===== src/rtl/core/xdld_pkg.sv =====
// Shared types and constants for the x86 divide length decoder.
package xdld_pkg;

  localparam int unsigned MaxInsnBytes = 15;

  localparam logic [7:0] OP_SIZE   = 8'h66;
  localparam logic [7:0] ADDR_SIZE = 8'h67;
  localparam logic [7:0] PFX_LOCK  = 8'hF0;
  localparam logic [7:0] PFX_REPNE = 8'hF2;
  localparam logic [7:0] PFX_REP   = 8'hF3;
  localparam logic [7:0] PFX_ES    = 8'h26;
  localparam logic [7:0] PFX_CS    = 8'h2E;
  localparam logic [7:0] PFX_SS    = 8'h36;
  localparam logic [7:0] PFX_DS    = 8'h3E;
  localparam logic [7:0] PFX_FS    = 8'h64;
  localparam logic [7:0] PFX_GS    = 8'h65;
  localparam logic [7:0] OPC_GRP3B = 8'hF6;
  localparam logic [7:0] OPC_GRP3V = 8'hF7;
  localparam logic [3:0] REX_HI    = 4'h4;
  localparam logic [2:0] REG_DIV   = 3'd6;
  localparam logic [2:0] REG_IDIV  = 3'd7;
  localparam logic [2:0] RM_SIB    = 3'd4;
  localparam logic [2:0] RM_DISP   = 3'd5;
  localparam logic [1:0] MOD_NONE  = 2'd0;
  localparam logic [1:0] MOD_D8    = 2'd1;
  localparam logic [1:0] MOD_D32   = 2'd2;
  localparam logic [1:0] MOD_REG   = 2'd3;

  typedef enum logic [2:0] {
    PH_IDLE   = 3'd0,
    PH_PREFIX = 3'd1,
    PH_MODRM  = 3'd2,
    PH_SIB    = 3'd3,
    PH_DISP   = 3'd4
  } phase_t;

  typedef struct packed {
    phase_t     phase;
    logic [3:0] byte_count;
    logic       size_override;
    logic       wide_operand;
    logic       addr_override;
    logic       byte_opcode;
    logic [1:0] modrm_mod;
    logic [2:0] disp_left;
  } dec_state_t;

  typedef struct packed {
    logic [7:0] code_byte;
    logic       first;
  } in_item_t;

  typedef struct packed {
    logic       is_div;
    logic [3:0] insn_length;
    logic [3:0] operand_width;
  } out_item_t;

endpackage


===== src/rtl/core/x86_div_length_decoder_unit.sv =====
// Top level of the streaming x86 DIV/IDIV length decoder.
//
// Code bytes enter on the in channel (valid/ready), one item per byte, with
// first marking the opening byte of an instruction. Each accepted byte is
// held in an input register; once the output buffer has room the decode
// step updates the per-instruction state and, at the last byte or the byte
// where the instruction is rejected, writes one result into a two-entry output
// buffer. Results leave on the out channel (valid/ready): is_div, insn_length
// and operand_width, all zero on a reject.
// Throughput: one byte per cycle, set by the decode step on the state
// register, while the output buffer has room. When the receiver stalls, the
// buffer absorbs up to two results; after that the decode step holds and
// in_ready drops until a result is taken.
// mode64 is written through cfg_wr_en/cfg_wr_data; the user must do so only
// while the block is idle, and the block has no check for this. Reset
// clears the decode state to idle, empties the input register and the output
// buffer, and sets mode64 to 1.
module x86_div_length_decoder_unit #(
  parameter int unsigned MAX_INSN_BYTES = xdld_pkg::MaxInsnBytes
) (
  input  logic               clk,
  input  logic               rst,
  input  logic               cfg_wr_en,
  input  logic               cfg_wr_data,
  input  logic               in_valid,
  output logic               in_ready,
  input  xdld_pkg::in_item_t in_item,
  output logic               out_valid,
  input  logic               out_ready,
  output xdld_pkg::out_item_t out_item
);
  import xdld_pkg::*;

  logic       mode64;
  logic       hold_valid;
  in_item_t   hold;
  dec_state_t st;
  dec_state_t st_next;
  logic       emit;
  out_item_t  res;
  logic       has_room;
  logic       fire;

  assign fire     = hold_valid && has_room;
  assign in_ready = !hold_valid || fire;

  always_ff @(posedge clk) begin
    if (rst) begin
      mode64 <= 1'b1;
    end else if (cfg_wr_en) begin
      mode64 <= cfg_wr_data;
    end
  end

  always_ff @(posedge clk) begin
    if (in_valid && in_ready) begin
      hold <= in_item;
    end
  end

  always_ff @(posedge clk) begin
    if (rst) begin
      hold_valid <= 1'b0;
      st         <= '0;
    end else begin
      if (in_ready) hold_valid <= in_valid;
      if (fire) st <= st_next;
    end
  end

  xdld_decode #(
    .MAX_INSN_BYTES(MAX_INSN_BYTES)
  ) u_decode (
    .st       (st),
    .item     (hold),
    .mode64   (mode64),
    .st_next  (st_next),
    .emit     (emit),
    .res      (res)
  );

  xdld_out_buf u_out_buf (
    .clk      (clk),
    .rst      (rst),
    .wr_en    (fire && emit),
    .wr_item  (res),
    .has_room (has_room),
    .out_valid(out_valid),
    .out_ready(out_ready),
    .out_item (out_item)
  );

  a_emit_idles: assert property (@(posedge clk) disable iff (rst)
    fire && emit |=> st.phase == PH_IDLE)
    else $error("decoder not idle after result");

  a_emit_visible: assert property (@(posedge clk) disable iff (rst)
    fire && emit |=> out_valid)
    else $error("result lost after decode");

  a_reject_zero: assert property (@(posedge clk) disable iff (rst)
    out_valid && !out_item.is_div |-> out_item.insn_length == 4'd0 &&
    out_item.operand_width == 4'd0)
    else $error("rejected item carries nonzero fields");

  a_len_bound: assert property (@(posedge clk) disable iff (rst)
    out_valid && out_item.is_div |-> {1'b0, out_item.insn_length} <= 5'(MAX_INSN_BYTES))
    else $error("measured length exceeds limit");

endmodule


===== src/rtl/core/xdld_decode.sv =====
// Per-byte decode step: next decoder state and the optional result.
module xdld_decode #(
  parameter int unsigned MAX_INSN_BYTES = xdld_pkg::MaxInsnBytes
) (
  input  xdld_pkg::dec_state_t st,
  input  xdld_pkg::in_item_t   item,
  input  logic                 mode64,
  output xdld_pkg::dec_state_t st_next,
  output logic                 emit,
  output xdld_pkg::out_item_t  res
);
  import xdld_pkg::*;

  localparam logic [4:0] LIMIT = 5'(MAX_INSN_BYTES);

  dec_state_t s;
  logic       ok;
  logic       chk;
  logic [2:0] need;
  logic [2:0] disp;
  logic [7:0] c;

  function automatic logic is_legacy(input logic [7:0] b);
    return b == PFX_LOCK || b == PFX_REPNE || b == PFX_REP || b == PFX_ES ||
           b == PFX_CS || b == PFX_SS || b == PFX_DS || b == PFX_FS || b == PFX_GS;
  endfunction

  function automatic logic [2:0] disp_bytes(input logic [1:0] md, input logic base5);
    if (md == MOD_D32 || (md == MOD_NONE && base5)) return 3'd4;
    if (md == MOD_D8) return 3'd1;
    return 3'd0;
  endfunction

  always_comb begin
    c    = item.code_byte;
    s    = st;
    emit = 1'b0;
    ok   = 1'b0;
    chk  = 1'b0;
    need = 3'd0;
    disp = 3'd0;
    if (item.first) begin
      s       = '0;
      s.phase = PH_PREFIX;
    end
    if (s.phase != PH_IDLE) begin
      s.byte_count = s.byte_count + 4'd1;
      case (s.phase)
        PH_PREFIX: begin
          chk = 1'b1;
          if (c == OP_SIZE) begin
            s.size_override = 1'b1;
          end else if (c == ADDR_SIZE) begin
            if (!mode64) begin
              s.addr_override = 1'b1;
              emit = 1'b1;
              chk  = 1'b0;
            end
          end else if (is_legacy(c)) begin
            s.size_override = s.size_override;
          end else if (mode64 && c[7:4] == REX_HI) begin
            s.wide_operand = c[3];
          end else if (c == OPC_GRP3B || c == OPC_GRP3V) begin
            s.byte_opcode = (c == OPC_GRP3B);
            s.phase       = PH_MODRM;
          end else begin
            emit = 1'b1;
            chk  = 1'b0;
          end
          need = (s.phase == PH_PREFIX) ? 3'd2 : 3'd1;
        end
        PH_MODRM: begin
          if (c[5:3] != REG_DIV && c[5:3] != REG_IDIV) begin
            emit = 1'b1;
          end else if (c[7:6] == MOD_REG) begin
            emit = 1'b1;
            ok   = 1'b1;
          end else begin
            s.modrm_mod = c[7:6];
            if (c[2:0] == RM_SIB) begin
              s.phase = PH_SIB;
              chk     = 1'b1;
              need    = 3'd1 + ((c[7:6] == MOD_D8) ? 3'd1 :
                                ((c[7:6] == MOD_D32) ? 3'd4 : 3'd0));
            end else begin
              disp        = disp_bytes(c[7:6], c[2:0] == RM_DISP);
              s.disp_left = disp;
              if (disp == 3'd0) begin
                emit = 1'b1;
                ok   = 1'b1;
              end else begin
                s.phase = PH_DISP;
                chk     = 1'b1;
                need    = disp;
              end
            end
          end
        end
        PH_SIB: begin
          disp        = disp_bytes(s.modrm_mod, c[2:0] == RM_DISP);
          s.disp_left = disp;
          if (disp == 3'd0) begin
            emit = 1'b1;
            ok   = 1'b1;
          end else begin
            s.phase = PH_DISP;
            chk     = 1'b1;
            need    = disp;
          end
        end
        PH_DISP: begin
          s.disp_left = s.disp_left - 3'd1;
          if (s.disp_left == 3'd0) begin
            emit = 1'b1;
            ok   = 1'b1;
          end else begin
            chk  = 1'b1;
            need = s.disp_left;
          end
        end
        default: begin
          s.phase = PH_IDLE;
        end
      endcase
      if (chk && ({1'b0, s.byte_count} + {2'b00, need} > LIMIT)) begin
        emit = 1'b1;
        ok   = 1'b0;
      end
    end
    if (emit) begin
      s.phase = PH_IDLE;
    end
    st_next = s;
    if (ok) begin
      res.is_div        = 1'b1;
      res.insn_length   = s.byte_count;
      res.operand_width = s.byte_opcode ? 4'd1 :
                          (s.wide_operand ? 4'd8 : (s.size_override ? 4'd2 : 4'd4));
    end else begin
      res = '0;
    end
  end

endmodule


===== src/rtl/core/xdld_out_buf.sv =====
// Two-entry result buffer between the decode step and the output channel.
module xdld_out_buf (
  input  logic                clk,
  input  logic                rst,
  input  logic                wr_en,
  input  xdld_pkg::out_item_t wr_item,
  output logic                has_room,
  output logic                out_valid,
  input  logic                out_ready,
  output xdld_pkg::out_item_t out_item
);
  import xdld_pkg::*;

  out_item_t  mem [2];
  logic       wr_ptr;
  logic       rd_ptr;
  logic [1:0] count;
  logic       rd_en;

  assign out_valid = (count != 2'd0);
  assign has_room  = (count != 2'd2);
  assign rd_en     = out_valid && out_ready;
  assign out_item  = mem[rd_ptr];

  always_ff @(posedge clk) begin
    if (wr_en) begin
      mem[wr_ptr] <= wr_item;
    end
  end

  always_ff @(posedge clk) begin
    if (rst) begin
      wr_ptr <= 1'b0;
      rd_ptr <= 1'b0;
      count  <= 2'd0;
    end else begin
      if (wr_en) wr_ptr <= ~wr_ptr;
      if (rd_en) rd_ptr <= ~rd_ptr;
      count <= count + {1'b0, wr_en} - {1'b0, rd_en};
    end
  end

  a_no_overflow: assert property (@(posedge clk) disable iff (rst)
    count == 2'd2 && !rd_en |-> !wr_en)
    else $error("result buffer overflow");

  a_count_range: assert property (@(posedge clk) disable iff (rst)
    count != 2'd3)
    else $error("result buffer count out of range");

  a_ptr_balance: assert property (@(posedge clk) disable iff (rst)
    (count == 2'd1) |-> (wr_ptr != rd_ptr))
    else $error("result buffer pointers inconsistent");

endmodule


===== config.mk =====
export PLATFORM = sky130hd
export DESIGN_NAME = x86_div_length_decoder_unit
export DESIGN_NICKNAME = d
export VERILOG_FILES = /design/src/rtl/core/xdld_pkg.sv /design/src/rtl/core/x86_div_length_decoder_unit.sv /design/src/rtl/core/xdld_decode.sv /design/src/rtl/core/xdld_out_buf.sv
export SDC_FILE = /design/constraint.sdc
export NUM_CORES = 1
export LEC_CHECK = 0
export ABC_CLOCK_PERIOD_IN_PS = 4800
export BUFFER_PORTS_ARGS = -buffer_cell sky130_fd_sc_hd__buf_2
export CAP_MARGIN = 20
export CORE_MARGIN = 1
export CORE_UTILIZATION = 50
export DETAILED_ROUTE_END_ITERATION = 12
export PLACE_DENSITY = 0.79
export SLEW_MARGIN = 20
export SYNTH_ARGS = -nofsm -noshare
export SYNTH_HDL_FRONTEND = slang
export SYNTH_SLANG_ARGS = --single-unit

===== constraint.sdc =====
create_clock -name clk -period 4.8 [get_ports clk]
set_clock_uncertainty 0.15 [all_clocks]
set_input_delay 1.44 -clock clk [delete_from_list [all_inputs] [get_ports clk]]
set_output_delay 1.44 -clock clk [all_outputs]
set_load 0.02 [all_outputs]

==> results of run 1 <==
-- sequential cells by signal, summed over array words and instances, names as in the netlist, named ones only --
register          count
hold                  9
hold_valid            1
mode64                1
st                   15
u_out_buf.count       2
u_out_buf.mem        18
u_out_buf.rd_ptr      1
u_out_buf.wr_ptr      1
-- layout make-up --
| type | instances | area share |
|---|---|---|
| multi-input combinational | 206 | 0.447 |
| sequential | 49 | 0.431 |
| timing repair buffer | 27 | 0.0483 |
| tap | 70 | 0.0302 |
| clock buffer | 5 | 0.0237 |
| inverter | 9 | 0.0116 |
| clock inverter | 3 | 0.00733 |
-- worst min-delay path by stage --
stage          endpoint  slack, ns  startpoint  cells past startpoint
2_1_floorplan    st[10]       0.29      st[10]                      2
3_3_place_gp      st[9]       0.31       st[9]                      2
3_5_place_dp      st[9]       0.32       st[9]                      2
4_1_cts           st[9]       0.33       st[9]                      2
5_1_grt           st[9]       0.35       st[9]                      2
6_report          st[9]       0.33       st[9]                      2
-- per-stage QoR --
step / cell area (sq um) / setup slack (ns)
6_report: 2900 / 0.588
3_3_place_gp: 2810 / 0.840
4_1_cts: 2900 / 0.638
3_5_place_dp: 2810 / 0.682
5_1_grt: 2900 / 0.231
2_1_floorplan: 2640 / 0.863
-- worst max-delay path, stage by stage, from the launching register on --
cell      delay [ns]
edfxtp_1        0.49
inv_1           0.27
nand2_1         0.12
ha_1            0.22
xnor2_1         0.28
nand2_1         0.10
a21oi_1         0.14
o21ai_0         0.15
fa_1            0.43
a21o_1          0.16
nor4bb_1        0.12
a211o_1         0.34
a21oi_1         0.27
nor2_1          0.10
xnor2_1         0.15
ha_1            0.20
nor2b_1         0.12
mux2_1          0.28
-- cell usage after synthesis (2+ instances only) --
library cell	number
nand3b_1	2
buf_2	3
or2_2	3
a21oi_1	21
and3_1	3
and2_1	4
nand2b_1	3
o22ai_1	2
xor2_1	3
nor4_1	2
nor2b_1	6
dfxtp_1	22
mux2_2	9
nor3b_1	2
a211o_1	2
a32oi_1	3
a211oi_1	2
ha_1	6
xnor2_1	5
nand2_1	29
o21ai_0	11
mux2i_1	2
nand3_1	11
inv_1	9
nor4b_1	3
nor2_1	33
a22oi_1	3
nand4_1	3
clkbuf_1	10
edfxtp_1	27
nor3_1	7
-- cells in the final DEF, fill, tap and decap left out, drive strengths merged, types with 3 or more instances in the layout --
master / instances
inv: 10
and3: 3
nor3: 7
edfxtp: 27
dfxtp: 22
nand2b: 3
nor2: 33
nand3: 11
nor2b: 6
buf: 27
a21oi: 21
mux2: 10
xor2: 3
or2: 3
a32oi: 3
nand2: 29
nor4b: 3
and2: 4
o21ai: 11
ha: 6
clkbuf: 5
nand4: 3
a22oi: 3
xnor2: 5
-- power by group --
group          internal, mW  leakage (nW)  switching (mW)
Clock                 0.104        0.0445           0.143
Combinational        0.0618         0.638          0.0810
Sequential            0.462         0.459          0.0279
-- metal layers --
| layer | global-route usage | wire length [um] |
|---|---|---|
| met5 | 0 | 0 |
| met4 | 0.0860 | 115 |
| met3 | 0.0488 | 340 |
| met2 | 0.337 | 2460 |
| met1 | 0.274 | 2480 |
-- kinds of logic after synthesis --
logic type,share of synthesized area
adders and majority gates,0.0361
buffers and inverters,0.0328
muxes,0.0503
xor gates and xnor gates,0.0266
and+or+nand+nor,0.226
AOI/OAI and AO/OA,0.153
DFF,0.475
==> flow_metrics.py, run 1 <==
metrics = {
    "global_route": {
        "antenna_found_initial": 0,
        "grt_max_degree": 24,
        "grt_overflow_total": 0,
        "grt_pass1_vias": 1869,
        "grt_util_all_layers": 0.210,
        "grt_pass1_wl_um": 8680,
    },
    "setup_path": {
        "critical_path_peak_fanout": 8,
        "reg2reg_to": "u_out_buf.count[1]",
        "cp.arrival_ns": 4.27,
        "reg2reg_depth": 17,
        "cp-start-kind": "register",
        "cp-end-kind": "register",
        "worstSetupPathType": "reg -> reg",
        "rrSetupSlack_ns": 0.59,
        "reg2reg_from": "hold[0]",
        "endpoint": "u_out_buf.count[1]",
        "cp-startpoint": "hold[0]",
        "worstPathRequired_ns": 4.85,
    },
    "synth": {
        "synthArstFlopShare": 0,
        "yosysWarnings": 0,
        "synth.top_cell.area_share": 0.308,
        "synth_top_cells_by_area": "edfxtp_1 (31%), dfxtp_1 (17%), nor2_1 (4.7%)",
        "synthesis.nets": 299,
        "synth_ff_type": "edfxtp_1",
        "syn_area_sq_um": 2640,
        "avgSynthCellArea_sq_um": 9.51,
        "syn_inst": 277,
        "synth_edf_count": 27,
        "yosysSeqAreaShare": 0.475,
        "ys_seq_elements": 49,
        "yosysTopAreaCell": "edfxtp_1",
        "ys_types": 57,
    },
    "drt": {
        "drc": 0,
        "via_per_inst": 5.74,
        "vias": 2119,
        "postRouteWirelength_um": 5390,
        "ant_nets": 0,
        "first_pass_iters": 5,
        "drtIter0Drc": 155,
        "wl_per_cell_um": 14.6,
    },
    "die": {
        "start_util": 0.519,
        "die_area_sq_um": 5560,
        "rows": 26,
        "core_area_sq_um": 5070,
        "die_y_um": 74.6,
        "die_w_um": 74.6,
        "ioPinCount": 26,
    },
    "sta": {
        "finalSetupTns_ns": 0,
        "finalCritPeriodShare": 0.877,
        "rsz0062_at_grt": "false",
        "final-max-slew-violation-count": 0,
        "setup_viol": 0,
        "max_freq_mhz": 237,
        "fin_crit_ns": 4.21,
        "tightest_slew_ns": 0.598,
        "hold_viol_final": 0,
        "holdWs_ns": 0.329,
        "slew_headroom": 0.601,
    },
    "clocking": {
        "clk_latency_ns": 0.31,
        "h-tree-depth": 2,
        "cts.sinks": 49,
        "cts_tree": "yes",
        "cts_made_buffers": 5,
        "clk_pin_slew_worst_paths_ns": 0.09,
        "clk_path_buf_depth": 2,
        "root_buffer": "clkbuf_8",
        "post_cts_resized": 0,
        "postCtsHoldBufs": 0,
        "cts_setup_buffers": 0,
    },
    "power": {
        "power.total_mw": 0.880,
        "powerDensity_nw_per_um2": 303,
        "ir_worst_vdd_mv": 0.214,
        "p_leak_nw": 1.14,
    },
    "layout": {
        "fin_util": 0.571,
        "antenna_cells": 0,
        "area_growth_pct": 10.1,
        "final_nets": 320,
        "n_fill_cell": 467,
        "ff_latch_area_sq_um": 1250,
        "instances_no_fill": 369,
        "drive_gt1_frac": 0.171,
        "multi_input_area_sq_um": 1300,
    },
    "placement": {
        "gp_congestion": 0.964,
        "io_buffers": 25,
        "dp.cells": 361,
        "place.detailed.hpwl_um": 3890,
    },
    "worst_hold_path": {
        "hold_class": "reg -> reg",
    },
    "job": {
        "maxCapViolations": 0,
    },
    "run_status": {
        "status": "finished, final reports clean",
    },
}
(Power assumes the default switching activity.)
==> run 2: changes to the inputs <==
--- a/config.mk
+++ b/config.mk
@@ -9,9 +9,9 @@
 export BUFFER_PORTS_ARGS = -buffer_cell sky130_fd_sc_hd__buf_2
 export CAP_MARGIN = 20
 export CORE_MARGIN = 1
-export CORE_UTILIZATION = 50
+export CORE_UTILIZATION = 45
 export DETAILED_ROUTE_END_ITERATION = 12
-export PLACE_DENSITY = 0.79
+export PLACE_DENSITY = 0.73
 export SLEW_MARGIN = 20
 export SYNTH_ARGS = -nofsm -noshare
 export SYNTH_HDL_FRONTEND = slang
==> run 2 against run 1 <==
Net effect:
- non-clock buffer count did not move
- utilization shrank 5.0 points
- count of clock-buffer cells in the layout stayed put
- critical path type unchanged
- largest power group unchanged
==> flow_metrics.py, run 2 (synthesized netlist as in run 1, its figures left out) <==
metrics = {
    "drt": {
        "wl_per_cell_um": 14.4,
        "vias": 2124,
        "ant_nets": 0,
        "postRouteWirelength_um": 5350,
        "first_pass_iters": 4,
        "via_per_inst": 5.73,
        "drtIter0Drc": 204,
        "drc": 0,
    },
    "die": {
        "die_area_sq_um": 6170,
        "start_util": 0.473,
        "die_w_um": 78.5,
        "die_y_um": 78.5,
        "core_area_sq_um": 5570,
        "ioPinCount": 26,
        "rows": 27,
    },
    "layout": {
        "fin_area_sq_um": 2910,
        "final_nets": 320,
        "fin_util": 0.522,
        "drive_gt1_frac": 0.171,
        "reg.largest.list": "u_out_buf.mem (18), st (15), hold (9)",
        "layout_commonest_cell": "nor2_1",
        "largest_reg_flops": 18,
        "final_cell_mix": "nor2_1 (33), nand2_1 (29), edfxtp_1 (27)",
        "antenna_cells": 0,
        "regMostFlops": "u_out_buf.mem",
        "area_growth_pct": 10.4,
    },
    "clocking": {
        "cts_tree": "yes",
        "cts.sinks": 49,
        "postCtsHoldBufs": 0,
        "clk_pin_slew_worst_paths_ns": 0.09,
        "post_cts_resized": 0,
        "cts_made_buffers": 5,
        "cts_setup_buffers": 0,
        "clk_path_buf_depth": 2,
        "root_buffer": "clkbuf_8",
        "h-tree-depth": 2,
        "clk_latency_ns": 0.31,
    },
    "setup_path": {
        "cp-end-kind": "register",
        "cp.arrival_ns": 4.21,
        "rrSetupSlack_ns": 0.64,
        "cp-start-kind": "register",
        "reg2reg_depth": 17,
        "worstSetupPathType": "reg -> reg",
        "worstPathRequired_ns": 4.85,
        "critical_path_peak_fanout": 8,
    },
    "global_route": {
        "grt_util_all_layers": 0.191,
        "grt_pass1_vias": 1958,
        "grt_overflow_total": 0,
        "grt_max_degree": 24,
        "grt_pass1_wl_um": 9200,
        "antenna_found_initial": 0,
    },
    "sta": {
        "tightest_slew_ns": 0.575,
        "layout_setup_ws_ns": 0.644,
        "hold_viol_final": 0,
        "finalCritPeriodShare": 0.866,
        "slew_headroom": 0.617,
        "max_freq_mhz": 241,
        "fin_crit_ns": 4.16,
        "rsz0062_at_grt": "false",
        "finalSetupTns_ns": 0,
        "setup_viol": 0,
        "final-max-slew-violation-count": 0,
    },
    "job": {
        "maxCapViolations": 0,
    },
    "placement": {
        "placed_area_sq_um": 2810,
        "io_buffers": 25,
        "place.detailed.hpwl_um": 3930,
        "dp_slack_ns": 0.676,
        "gp_congestion": 0.998,
    },
    "power": {
        "p_leak_nw": 1.14,
        "power.total_mw": 0.885,
        "powerDensity_nw_per_um2": 304,
        "ir_worst_vdd_mv": 0.132,
    },
    "worst_hold_path": {
        "hold_depth": 2,
        "hold_class": "reg -> reg",
    },
    "run_status": {
        "status": "finished, final reports clean",
    },
}
run 2: cell type report:
cell class | count | area (sq um)
Sequential cell | 49 | 1250
Clock inverter | 3 | 26.3
Inverter | 9 | 33.8
Multi-Input combinational cell | 206 | 1300
Clock buffer | 5 | 68.8
Timing Repair Buffer | 27 | 140
Tap cell | 72 | 90.1
Fill cell | 530 | 2670
run 2: where the power goes:
part	switching [mW]	internal [mW]	total, mW
clock	0.146	0.106	0.252
combinational	0.0813	0.0620	0.143
sequential	0.0278	0.462	0.490
total	0.255	0.630	0.885
run 2: worst max-delay path, stage by stage (launching register included):
cell,delay [ns]
edfxtp_1,0.48
inv_1,0.26
nand2_1,0.12
ha_1,0.22
xnor2_1,0.29
nand2_1,0.09
a21oi_1,0.12
o21ai_0,0.13
fa_1,0.43
a21o_1,0.16
nor4bb_1,0.12
a211o_1,0.34
a21oi_1,0.27
nor2_1,0.11
xnor2_1,0.16
ha_1,0.21
nor2b_1,0.12
mux2_1,0.28
run 2: per-stage QoR:
stage	hold slack [ns]	instances
after global placement	0.312	363
after CTS	0.330	371
after floorplan	0.295	277
after detailed placement	0.317	363
final	0.326	371
after global routing	0.355	371
run 2: worst paths after layout:
check	start	endpoint
max	hold[0]	u_out_buf.count[1]
min	st[9]	st[9]
max reg2reg	hold[0]	u_out_buf.count[1]
min reg2reg	st[9]	st[9]
run 2: per-layer routing:
metal	global-route usage	up-vias	routed length [um]
met2	0.303	60	2470
li1	-	1043	-
met3	0.0337	13	257
met1	0.252	1008	2510
met4	0.0926	0	116
met5	0	-	0
